### config.mk
export PLATFORM = sky130hd
export DESIGN_NAME = dns_a_record_response_parser_unit_flat
export DESIGN_NICKNAME = d
export VERILOG_FILES = /design/src/hdl/dnsarp_pkg.sv /design/src/hdl/dnsarp_if.sv /design/src/hdl/dnsarp_parser.sv /design/src/hdl/dns_a_record_response_parser_unit.sv /design/src/flat_wrapper.sv
export SDC_FILE = /design/constraint.sdc
export NUM_CORES = 1
export LEC_CHECK = 0
export BUFFER_PORTS_ARGS = -buffer_cell sky130_fd_sc_hd__buf_2
export CAP_MARGIN = 20
export CORE_MARGIN = 4
export CORE_UTILIZATION = 59
export CTS_CLUSTER_DIAMETER = 120
export CTS_CLUSTER_SIZE = 10
export DETAILED_ROUTE_END_ITERATION = 10
export GPL_TIMING_DRIVEN = 1
export HOLD_SLACK_MARGIN = 0.05
export MAX_ROUTING_LAYER = met4
export PLACE_DENSITY = 0.8
export SLEW_MARGIN = 25
export SYNTH_ARGS = -nofsm -noshare
export SYNTH_HDL_FRONTEND = slang
export SYNTH_SLANG_ARGS = --single-unit
### constraint.sdc
create_clock -name clock -period 3.8 [get_ports clock]
set_clock_uncertainty 0.2 [all_clocks]
set_input_delay 0.57 -clock clock [delete_from_list [all_inputs] [get_ports clock]]
set_output_delay 0.57 -clock clock [all_outputs]
set_load 0.1 [all_outputs]
### src/hdl/dnsarp_pkg.sv
// Shared types and constants for the DNS A-record response parser.
// No dependencies; the parser and the top level refer to this package by scoped names.
`default_nettype none

package dnsarp_pkg;

   // Datagram limits
   localparam int MAX_PACKET_DEFAULT = 1024;
   localparam logic [15:0] EXPECTED_ID_RESET = 16'h1234;

   // Byte positions inside the UDP + DNS header
   localparam int POS_ID_LOW   = 9;
   localparam int POS_FLAGS_HI = 10;
   localparam int POS_ANCOUNT  = 15;
   localparam int POS_HDR_LAST = 19;

   // Answer type, class, TTL and rdlength together
   localparam logic [7:0] FIELD_BYTES   = 8'd10;
   localparam logic [7:0] QFIXED_BYTES  = 8'd4;
   localparam logic [7:0] RDATA_BYTES   = 8'd4;
   localparam logic [7:0] K_TYPE_DONE   = 8'd1;
   localparam logic [7:0] K_CLASS_DONE  = 8'd3;
   localparam logic [7:0] K_RDLEN_DONE  = 8'd9;
   localparam logic [15:0] TYPE_A       = 16'd1;
   localparam logic [15:0] CLASS_IN     = 16'd1;
   localparam logic [15:0] RDLEN_IPV4   = 16'd4;

   // Parse phases
   localparam int PHASE_W = 4;
   localparam logic [PHASE_W-1:0] PH_HEADER = 4'd0;
   localparam logic [PHASE_W-1:0] PH_QLEN   = 4'd1;
   localparam logic [PHASE_W-1:0] PH_QSKIP  = 4'd2;
   localparam logic [PHASE_W-1:0] PH_QFIXED = 4'd3;
   localparam logic [PHASE_W-1:0] PH_AFIRST = 4'd4;
   localparam logic [PHASE_W-1:0] PH_APTR   = 4'd5;
   localparam logic [PHASE_W-1:0] PH_ALEN   = 4'd6;
   localparam logic [PHASE_W-1:0] PH_ASKIP  = 4'd7;
   localparam logic [PHASE_W-1:0] PH_FIELDS = 4'd8;
   localparam logic [PHASE_W-1:0] PH_RDATA  = 4'd9;
   localparam logic [PHASE_W-1:0] PH_DONE   = 4'd10;
   localparam logic [PHASE_W-1:0] PH_IGNORE = 4'd11;

   // Result status codes
   localparam logic [2:0] ST_FOUND     = 3'd0;
   localparam logic [2:0] ST_SHORT     = 3'd1;
   localparam logic [2:0] ST_ID_MISS   = 3'd2;
   localparam logic [2:0] ST_NOT_RESP  = 3'd3;
   localparam logic [2:0] ST_NO_ANSWER = 3'd4;
   localparam logic [2:0] ST_TRUNC     = 3'd5;
   localparam logic [2:0] ST_NOT_A     = 3'd6;
   localparam logic [2:0] ST_NONE      = 3'd0;

   typedef struct packed {
      logic [2:0]  status;
      logic [31:0] address;
   } result_type;

endpackage

`default_nettype wire

### src/hdl/dnsarp_if.sv
// Valid/ready channel interfaces for the request bytes and the parse result.
// Depends on nothing; the payload mirrors the result fields of dnsarp_pkg.
`default_nettype none

interface dnsarp_req_if;
   logic       valid;
   logic       ready;
   logic [7:0] data_byte;
   logic       last_byte;

   modport source (output valid, output data_byte, output last_byte, input ready);
   modport sink   (input valid, input data_byte, input last_byte, output ready);
endinterface

interface dnsarp_rsp_if;
   logic        valid;
   logic        ready;
   logic [2:0]  status;
   logic [31:0] address;

   modport source (output valid, output status, output address, input ready);
   modport sink   (input valid, input status, input address, output ready);
endinterface

`default_nettype wire

### src/hdl/dnsarp_parser.sv
// Per-byte DNS response parse state: header checks, name skipping, answer fields.
// Depends on dnsarp_pkg; stepped by the top level once per datagram byte.
`default_nettype none

module dnsarp_parser #(
   parameter int MAX_PACKET = dnsarp_pkg::MAX_PACKET_DEFAULT
) (
   input  wire logic                   clock,
   input  wire logic                   reset,
   input  wire logic                   step,
   input  wire logic [7:0]             data_byte,
   input  wire logic                   last_byte,
   input  wire logic [15:0]            expected_id,
   output dnsarp_pkg::result_type      result
);

   localparam int PosW = $clog2(MAX_PACKET + 1);
   localparam logic [PosW-1:0] MaxPos = PosW'(MAX_PACKET);

   logic [PosW-1:0]                   pos_ff, pos_in;
   logic [dnsarp_pkg::PHASE_W-1:0]    phase_ff, phase_in;
   logic [7:0]                        skip_ff, skip_in;
   logic [31:0]                       shift_ff, shift_in;
   logic [15:0]                       type_ff, type_in;
   logic [15:0]                       class_ff, class_in;
   logic [2:0]                        err_ff, err_in;

   logic [31:0] shift_new;
   logic [7:0]  skip_dec;
   logic [7:0]  field_k;
   logic        parse_en;

   assign shift_new = {shift_ff[23:0], data_byte};
   assign skip_dec  = skip_ff - 8'd1;
   assign field_k   = dnsarp_pkg::FIELD_BYTES - skip_ff;
   assign parse_en  = step && (pos_ff < MaxPos);

   always_comb begin
      pos_in   = pos_ff;
      phase_in = phase_ff;
      skip_in  = skip_ff;
      shift_in = shift_ff;
      type_in  = type_ff;
      class_in = class_ff;
      err_in   = err_ff;

      if (parse_en) begin
         pos_in = pos_ff + PosW'(1);
         unique case (phase_ff)
            dnsarp_pkg::PH_HEADER: begin
               shift_in = shift_new;
               if (err_ff == dnsarp_pkg::ST_NONE) begin
                  if (pos_ff == PosW'(dnsarp_pkg::POS_ID_LOW) && shift_new[15:0] != expected_id)
                     err_in = dnsarp_pkg::ST_ID_MISS;
                  if (pos_ff == PosW'(dnsarp_pkg::POS_FLAGS_HI) && !data_byte[7])
                     err_in = dnsarp_pkg::ST_NOT_RESP;
                  if (pos_ff == PosW'(dnsarp_pkg::POS_ANCOUNT) && shift_new[15:0] == 16'd0)
                     err_in = dnsarp_pkg::ST_NO_ANSWER;
               end
               if (pos_ff == PosW'(dnsarp_pkg::POS_HDR_LAST))
                  phase_in = (err_ff != dnsarp_pkg::ST_NONE) ? dnsarp_pkg::PH_IGNORE
                                                            : dnsarp_pkg::PH_QLEN;
            end
            dnsarp_pkg::PH_QLEN: begin
               if (data_byte == 8'd0) begin
                  phase_in = dnsarp_pkg::PH_QFIXED;
                  skip_in  = dnsarp_pkg::QFIXED_BYTES;
                  shift_in = '0;
               end else begin
                  phase_in = dnsarp_pkg::PH_QSKIP;
                  skip_in  = data_byte;
               end
            end
            dnsarp_pkg::PH_QSKIP: begin
               skip_in = skip_dec;
               if (skip_dec == 8'd0) phase_in = dnsarp_pkg::PH_QLEN;
            end
            dnsarp_pkg::PH_QFIXED: begin
               skip_in = skip_dec;
               if (skip_dec == 8'd0) phase_in = dnsarp_pkg::PH_AFIRST;
            end
            dnsarp_pkg::PH_AFIRST, dnsarp_pkg::PH_ALEN: begin
               // compression pointer only recognized on the first name byte
               if (phase_ff == dnsarp_pkg::PH_AFIRST && data_byte[7:6] != 2'b00) begin
                  phase_in = dnsarp_pkg::PH_APTR;
               end else if (data_byte == 8'd0) begin
                  phase_in = dnsarp_pkg::PH_FIELDS;
                  skip_in  = dnsarp_pkg::FIELD_BYTES;
                  shift_in = '0;
               end else begin
                  phase_in = dnsarp_pkg::PH_ASKIP;
                  skip_in  = data_byte;
               end
            end
            dnsarp_pkg::PH_APTR: begin
               phase_in = dnsarp_pkg::PH_FIELDS;
               skip_in  = dnsarp_pkg::FIELD_BYTES;
               shift_in = '0;
            end
            dnsarp_pkg::PH_ASKIP: begin
               skip_in = skip_dec;
               if (skip_dec == 8'd0) phase_in = dnsarp_pkg::PH_ALEN;
            end
            dnsarp_pkg::PH_FIELDS: begin
               shift_in = shift_new;
               skip_in  = skip_dec;
               if (field_k == dnsarp_pkg::K_TYPE_DONE)  type_in  = shift_new[15:0];
               if (field_k == dnsarp_pkg::K_CLASS_DONE) class_in = shift_new[15:0];
               if (field_k == dnsarp_pkg::K_RDLEN_DONE) begin
                  shift_in = '0;
                  if (type_ff == dnsarp_pkg::TYPE_A && class_ff == dnsarp_pkg::CLASS_IN &&
                      shift_new[15:0] == dnsarp_pkg::RDLEN_IPV4) begin
                     phase_in = dnsarp_pkg::PH_RDATA;
                     skip_in  = dnsarp_pkg::RDATA_BYTES;
                  end else begin
                     if (err_ff == dnsarp_pkg::ST_NONE) err_in = dnsarp_pkg::ST_NOT_A;
                     phase_in = dnsarp_pkg::PH_IGNORE;
                  end
               end
            end
            dnsarp_pkg::PH_RDATA: begin
               shift_in = shift_new;
               skip_in  = skip_dec;
               if (skip_dec == 8'd0) phase_in = dnsarp_pkg::PH_DONE;
            end
            default: begin
               // done or ignoring: hold until the marked byte
            end
         endcase
      end
   end

   // Status as seen after this byte has been parsed
   always_comb begin
      result.address = '0;
      priority if (phase_in == dnsarp_pkg::PH_HEADER) begin
         result.status = dnsarp_pkg::ST_SHORT;
      end else if (err_in != dnsarp_pkg::ST_NONE) begin
         result.status = err_in;
      end else if (phase_in == dnsarp_pkg::PH_DONE) begin
         result.status  = dnsarp_pkg::ST_FOUND;
         result.address = shift_in;
      end else begin
         result.status = dnsarp_pkg::ST_TRUNC;
      end
   end

   always_ff @(posedge clock) begin
      if (reset || (step && last_byte)) begin
         pos_ff   <= '0;
         phase_ff <= dnsarp_pkg::PH_HEADER;
         skip_ff  <= '0;
         shift_ff <= '0;
         type_ff  <= '0;
         class_ff <= '0;
         err_ff   <= dnsarp_pkg::ST_NONE;
      end else begin
         pos_ff   <= pos_in;
         phase_ff <= phase_in;
         skip_ff  <= skip_in;
         shift_ff <= shift_in;
         type_ff  <= type_in;
         class_ff <= class_in;
         err_ff   <= err_in;
      end
   end

   a_restart_after_last: assert property (@(posedge clock) disable iff (reset)
      step && last_byte |=> pos_ff == '0 && phase_ff == dnsarp_pkg::PH_HEADER)
      else $error("parser did not restart after the final byte");

   a_pos_saturates: assert property (@(posedge clock) disable iff (reset)
      pos_ff <= MaxPos)
      else $error("byte position ran past its limit");

   a_counted_phase_nonzero: assert property (@(posedge clock) disable iff (reset)
      (phase_ff == dnsarp_pkg::PH_QSKIP || phase_ff == dnsarp_pkg::PH_QFIXED ||
       phase_ff == dnsarp_pkg::PH_ASKIP || phase_ff == dnsarp_pkg::PH_RDATA ||
       phase_ff == dnsarp_pkg::PH_FIELDS) |-> skip_ff != 8'd0)
      else $error("counted phase entered with zero bytes left");

   a_header_only_early: assert property (@(posedge clock) disable iff (reset)
      phase_ff == dnsarp_pkg::PH_HEADER |-> pos_ff <= PosW'(dnsarp_pkg::POS_HDR_LAST))
      else $error("header phase held past the header");

   a_ignore_has_cause: assert property (@(posedge clock) disable iff (reset)
      phase_ff == dnsarp_pkg::PH_IGNORE |-> err_ff != dnsarp_pkg::ST_NONE)
      else $error("ignoring bytes without a latched fault");

endmodule

`default_nettype wire

### src/hdl/dns_a_record_response_parser_unit.sv
// DNS A-record response parser: top level with input register and result register.
// Depends on dnsarp_pkg, dnsarp_req_if/dnsarp_rsp_if and dnsarp_parser.
//
// Usage:
//   req carries one UDP datagram byte per transaction (UDP header first),
//   with last_byte set on the final byte. rsp carries exactly one
//   transaction per datagram: status and, for an IN A record of length 4,
//   the IPv4 address (first byte most significant, zero otherwise).
//   csr_we/csr_wdata write the expected DNS transaction id; write it only
//   while no datagram is in flight.
// Timing:
//   Each byte lands in an input register and is parsed from there; the
//   result of the final byte is registered into the rsp register when
//   that byte is parsed. One byte is taken every cycle as long as the rsp
//   register is free or being drained in the same cycle.
// Reset:
//   Synchronous, active high. Clears the parse state and both registers'
//   valid flags; the expected id returns to 0x1234.
// Stall:
//   While rsp is held with ready low, non-final bytes keep flowing; a final
//   byte waits in the input register and req.ready drops until rsp drains.
`default_nettype none

module dns_a_record_response_parser_unit #(
   parameter int MAX_PACKET = dnsarp_pkg::MAX_PACKET_DEFAULT
) (
   input  wire logic        clock,
   input  wire logic        reset,
   dnsarp_req_if.sink       req,
   dnsarp_rsp_if.source     rsp,
   input  wire logic        csr_we,
   input  wire logic [15:0] csr_wdata
);

   logic [15:0] expected_id_ff;
   logic        in_valid_ff;
   logic [7:0]  in_data_ff;
   logic        in_last_ff;
   logic        rsp_valid_ff;
   dnsarp_pkg::result_type rsp_data_ff;
   dnsarp_pkg::result_type step_result;

   logic out_free;
   logic step;

   assign out_free  = !rsp_valid_ff || rsp.ready;
   assign step      = in_valid_ff && (!in_last_ff || out_free);
   assign req.ready = !in_valid_ff || step;

   assign rsp.valid   = rsp_valid_ff;
   assign rsp.status  = rsp_data_ff.status;
   assign rsp.address = rsp_data_ff.address;

   always_ff @(posedge clock) begin
      if (reset) begin
         expected_id_ff <= dnsarp_pkg::EXPECTED_ID_RESET;
      end else if (csr_we) begin
         expected_id_ff <= csr_wdata;
      end
   end

   always_ff @(posedge clock) begin
      if (reset) begin
         in_valid_ff <= 1'b0;
      end else if (req.ready) begin
         in_valid_ff <= req.valid;
      end
   end

   always_ff @(posedge clock) begin
      if (req.valid && req.ready) begin
         in_data_ff <= req.data_byte;
         in_last_ff <= req.last_byte;
      end
   end

   always_ff @(posedge clock) begin
      if (reset) begin
         rsp_valid_ff <= 1'b0;
      end else if (step && in_last_ff) begin
         rsp_valid_ff <= 1'b1;
      end else if (rsp.ready) begin
         rsp_valid_ff <= 1'b0;
      end
   end

   always_ff @(posedge clock) begin
      if (step && in_last_ff) begin
         rsp_data_ff <= step_result;
      end
   end

   dnsarp_parser #(
      .MAX_PACKET (MAX_PACKET)
   ) u_parser (
      .clock       (clock),
      .reset       (reset),
      .step        (step),
      .data_byte   (in_data_ff),
      .last_byte   (in_last_ff),
      .expected_id (expected_id_ff),
      .result      (step_result)
   );

endmodule

`default_nettype wire
### src/flat_wrapper.sv
// flat-port wrapper written by rule: the top's interface ports become plain ports
module dns_a_record_response_parser_unit_flat 
#(
   parameter int MAX_PACKET = dnsarp_pkg::MAX_PACKET_DEFAULT
)
  (clock, reset, csr_we, csr_wdata, req_valid, req_data_byte, req_last_byte, req_ready, rsp_valid, rsp_status, rsp_address, rsp_ready);
  dnsarp_req_if req_i ();
  dnsarp_rsp_if rsp_i ();
  input  wire logic clock;
  input  wire logic reset;
  input  wire logic csr_we;
  input  wire logic [15:0] csr_wdata;
  input wire logic [$bits(req_i.valid)-1:0] req_valid;
  input wire logic [$bits(req_i.data_byte)-1:0] req_data_byte;
  input wire logic [$bits(req_i.last_byte)-1:0] req_last_byte;
  output wire logic [$bits(req_i.ready)-1:0] req_ready;
  output wire logic [$bits(rsp_i.valid)-1:0] rsp_valid;
  output wire logic [$bits(rsp_i.status)-1:0] rsp_status;
  output wire logic [$bits(rsp_i.address)-1:0] rsp_address;
  input wire logic [$bits(rsp_i.ready)-1:0] rsp_ready;
  assign req_i.valid = req_valid;
  assign req_i.data_byte = req_data_byte;
  assign req_i.last_byte = req_last_byte;
  assign req_ready = req_i.ready;
  assign rsp_valid = rsp_i.valid;
  assign rsp_status = rsp_i.status;
  assign rsp_address = rsp_i.address;
  assign rsp_i.ready = rsp_ready;
  dns_a_record_response_parser_unit #(.MAX_PACKET(MAX_PACKET)) u_core (.clock(clock), .reset(reset), .req(req_i), .rsp(rsp_i), .csr_we(csr_we), .csr_wdata(csr_wdata));
endmodule
==> reports/metrics.csv <==
metric,value,unit
maximum level of the CTS H-tree,4,
Post-DP Area,7190,sq um
crit path launch,u_core.u_parser.skip_ff[1]$_SDFFE_PP0P_,
Routed Antenna Nets,0,
Tightest Pin Transition,0.905,ns
critical path type,flop to flop,
share of cells above drive strength 1,0.184,
placed cells,868,
Slew HR,0.394,
outcome,"finished, final reports clean",
Final min period,3.61,ns
critical path arrival,3.68,ns
GRT Total Usage,0.263,
vias per cell,5.98,
die area,13100,sq um
Hold Startpoint,req_data_byte[1],
total leakage power,3.21,nW
Hold Slack,0.121,ns
Mapped Cells,687,
Max Cap Violations,0,
Power Dens Cells,466,nW/um^2
required time worst endpoint,3.88,ns
vias in the first global route,5327,
highest-delay cell along the critical path,or4b_4,
CTS clock-pin slew for the worst setup and hold paths,0.06,ns
global route overflow,0,
async set-reset flop share out of synthesis,0,
crit path cell chain,"inv_1, ha_1, or4b_1, or4b_4, nor3_4, mux2i_1, o31ai_4, nand2_1, or4b_4, buf_12, nor2_1",
max-slew violation count,0,
Setup crit end,u_core.rsp.address[5]$_SDFFCE_PP0P_,
CTS tree,done,
peak supply drop,0.476,mV
drt pass-1 iters,5,
Layout Cells excl Fill,900,
gpl congestion,0.941,
fmax,277,MHz
sequential area share after synthesis,0.520,
largest net degree at the start of global routing,65,
WL/cell,17.8,microns
top_reg_cell synth,dfxtp_1,
setup bufs post-CTS,0,
fillers,789,
DRC viols,0,
Vias,5384,
Root Driver,clkbuf_16,
hold_buf cts,0,
Nets,783,
CTS buffer count,17,
post-cts resize count,0,
R2R depth,11,
Initial Utilization,0.610,
RSZ-0062 raised after global routing,no,
CP Launch Type,flop,
CP dominant cell by count,or4b_4,
design area,7730,sq um
synthesis warning total,0,
die height,115,microns
CTS Buffer Depth,2,
WL final,16000,microns
Area Overhead vs Synth,15.3,%
"Power, Total",3.60,mW
Core Area,11000,sq um
flop and latch count out of synthesis,152,
port bufs,66,
CP Capture Type,flop,
clock sinks,152,
IO Count,67,
global-route wire length before repair,26300,microns
RR Endpoint,u_core.rsp.address[5]$_SDFFCE_PP0P_,
r2r startpoint,u_core.u_parser.skip_ff[1]$_SDFFE_PP0P_,
total negative slack,0,ns
syn nets,723,
Post-synth EDFFs,44,
"slowest stage delay, CP",0.55,ns
Syn Area/Cell,9.76,sq um
Cell variety after synth,60,
# setup viols final,0,
Antenna Cells,0,
Skew-Pair Late Insertion Delay,0.43,ns
# rows,38,
worst reg2reg setup slack,0.19,ns
post-DP HPWL,11000,microns
HP Class,input port to flop,
cell area after technology mapping,6700,sq um
chip width,115,microns
initial antenna violation count,0,
Initial DRC Count,467,
Final Hold Viols,0,
worst-path maximum fanout,32,
Final Cycle Share,0.949,
## cells in the mapped netlist (4+ instances only)
cell / count / area, sq um
nand3b_1: 4 / 30.0
xor2_1: 23 / 201
nand3_1: 8 / 40.0
and2_1: 5 / 31.3
a22oi_1: 34 / 255
clkbuf_1: 36 / 135
o31ai_1: 4 / 30.0
o21ai_0: 15 / 75.1
mux2i_1: 44 / 440
nor2_2: 11 / 68.8
buf_6: 4 / 45.0
nor3_1: 10 / 50.1
a21oi_1: 16 / 80.1
nand4_1: 7 / 43.8
dfxtp_1: 108 / 2160
buf_1: 4 / 15.0
nand2b_1: 5 / 31.3
ha_1: 6 / 75.1
nor2_1: 142 / 533
inv_1: 13 / 48.8
edfxtp_1: 44 / 1320
a211o_1: 8 / 70.1
nand2_1: 33 / 124
xnor2_1: 6 / 52.6
a211oi_1: 9 / 67.6
and3_1: 5 / 31.3
nor2b_1: 13 / 81.3
a21o_1: 4 / 30.0
nor4_1: 18 / 113
## metal layers
layer | wire [microns] | track usage
met2 | 7580 | 0.409
met3 | 1050 | 0.0544
met4 | 419 | 0.117
met5 | 0 | -
met1 | 6970 | 0.331
## worst max-delay path, delay by kind of cell (launching register included)
| kind | cells | cell delay (ns) |
|---|---|---|
| compound gates | 1 | 0.27 |
| fa+ha+maj | 1 | 0.21 |
| buf+inv | 2 | 0.29 |
| flops | 1 | 0.36 |
| mux | 1 | 0.14 |
| simple gates | 6 | 1.98 |
## kinds of logic (layout without fill, tap and decap cells)
group	count (synthesis)	count (layout)	synth area share
fa+ha+maj	6	6	0.0112
compound gates	115	115	0.123
simple gates	281	281	0.203
mux	45	45	0.0674
buf+inv	59	132	0.0379
flops	152	152	0.520
xor+xnor	29	29	0.0379
## placed cells by master, fill, tap and decap left out, drive strengths merged, types with 13 or more instances in the layout
| cell type | instances |
|---|---|
| nor2b | 13 |
| a21oi | 16 |
| mux2i | 44 |
| edfxtp | 44 |
| nand2 | 33 |
| buf | 87 |
| a22oi | 34 |
| clkbuf | 22 |
| inv | 19 |
| xor2 | 23 |
| nor4 | 19 |
| dfxtp | 108 |
| o21ai | 15 |
| nor2 | 153 |
## state kept, by name, summed over array words and instances (netlist names)
register,cells
u_core.in_data_ff,8
u_core.rsp.valid,1
u_core.in_valid_ff,1
u_core.u_parser.type_ff,16
u_core.in_last_ff,1
u_core.expected_id_ff,16
u_core.u_parser.shift_ff,32
u_core.u_parser.skip_ff,8
u_core.u_parser.phase_ff,4
u_core.u_parser.err_ff,3
u_core.rsp.address,32
u_core.rsp.status,3
u_core.u_parser.class_ff,16
u_core.u_parser.pos_ff,11
## layout make-up
cell class                      count  area [sq um]  area share
Clock buffer                       22           465      0.0602
Clock inverter                     10          65.1     0.00842
Inverter                           13          48.8     0.00631
Multi-Input combinational cell    476          2990       0.387
Sequential cell                   152          3480       0.451
Tap cell                          140           175      0.0227
Timing Repair Buffer               87           500      0.0648
## where the power goes
part | internal, mW | switching [mW]
Clock | 0.874 | 0.648
Sequential | 1.70 | 0.0455
Combinational | 0.110 | 0.222
Total | 2.69 | 0.915
## how the worst min path moves through the flow
stage | to | depth (start not counted) | slack (ns)
global route | u_core.in_data_ff[1]$_DFFE_PP_ | 1 | 0.10
detailed placement | u_core.u_parser.type_ff[5]$_SDFFE_PP0P_ | 2 | 0.28
global placement | u_core.u_parser.class_ff[0]$_SDFFE_PP0P_ | 2 | 0.27
finish | u_core.in_data_ff[1]$_DFFE_PP_ | 1 | 0.12
floorplan | u_core.u_parser.class_ff[0]$_SDFFE_PP0P_ | 2 | 0.25
CTS | u_core.in_data_ff[1]$_DFFE_PP_ | 1 | 0.11
## through the flow
step,worst slack (ns),utilization
finish,0.194,0.704
global route,0.0316,0.704
global placement,0.270,0.655
CTS,0.100,0.703
detailed placement,0.131,0.655
floorplan,0.0353,-
No activity file was read; power rests on OpenSTA's default activity.
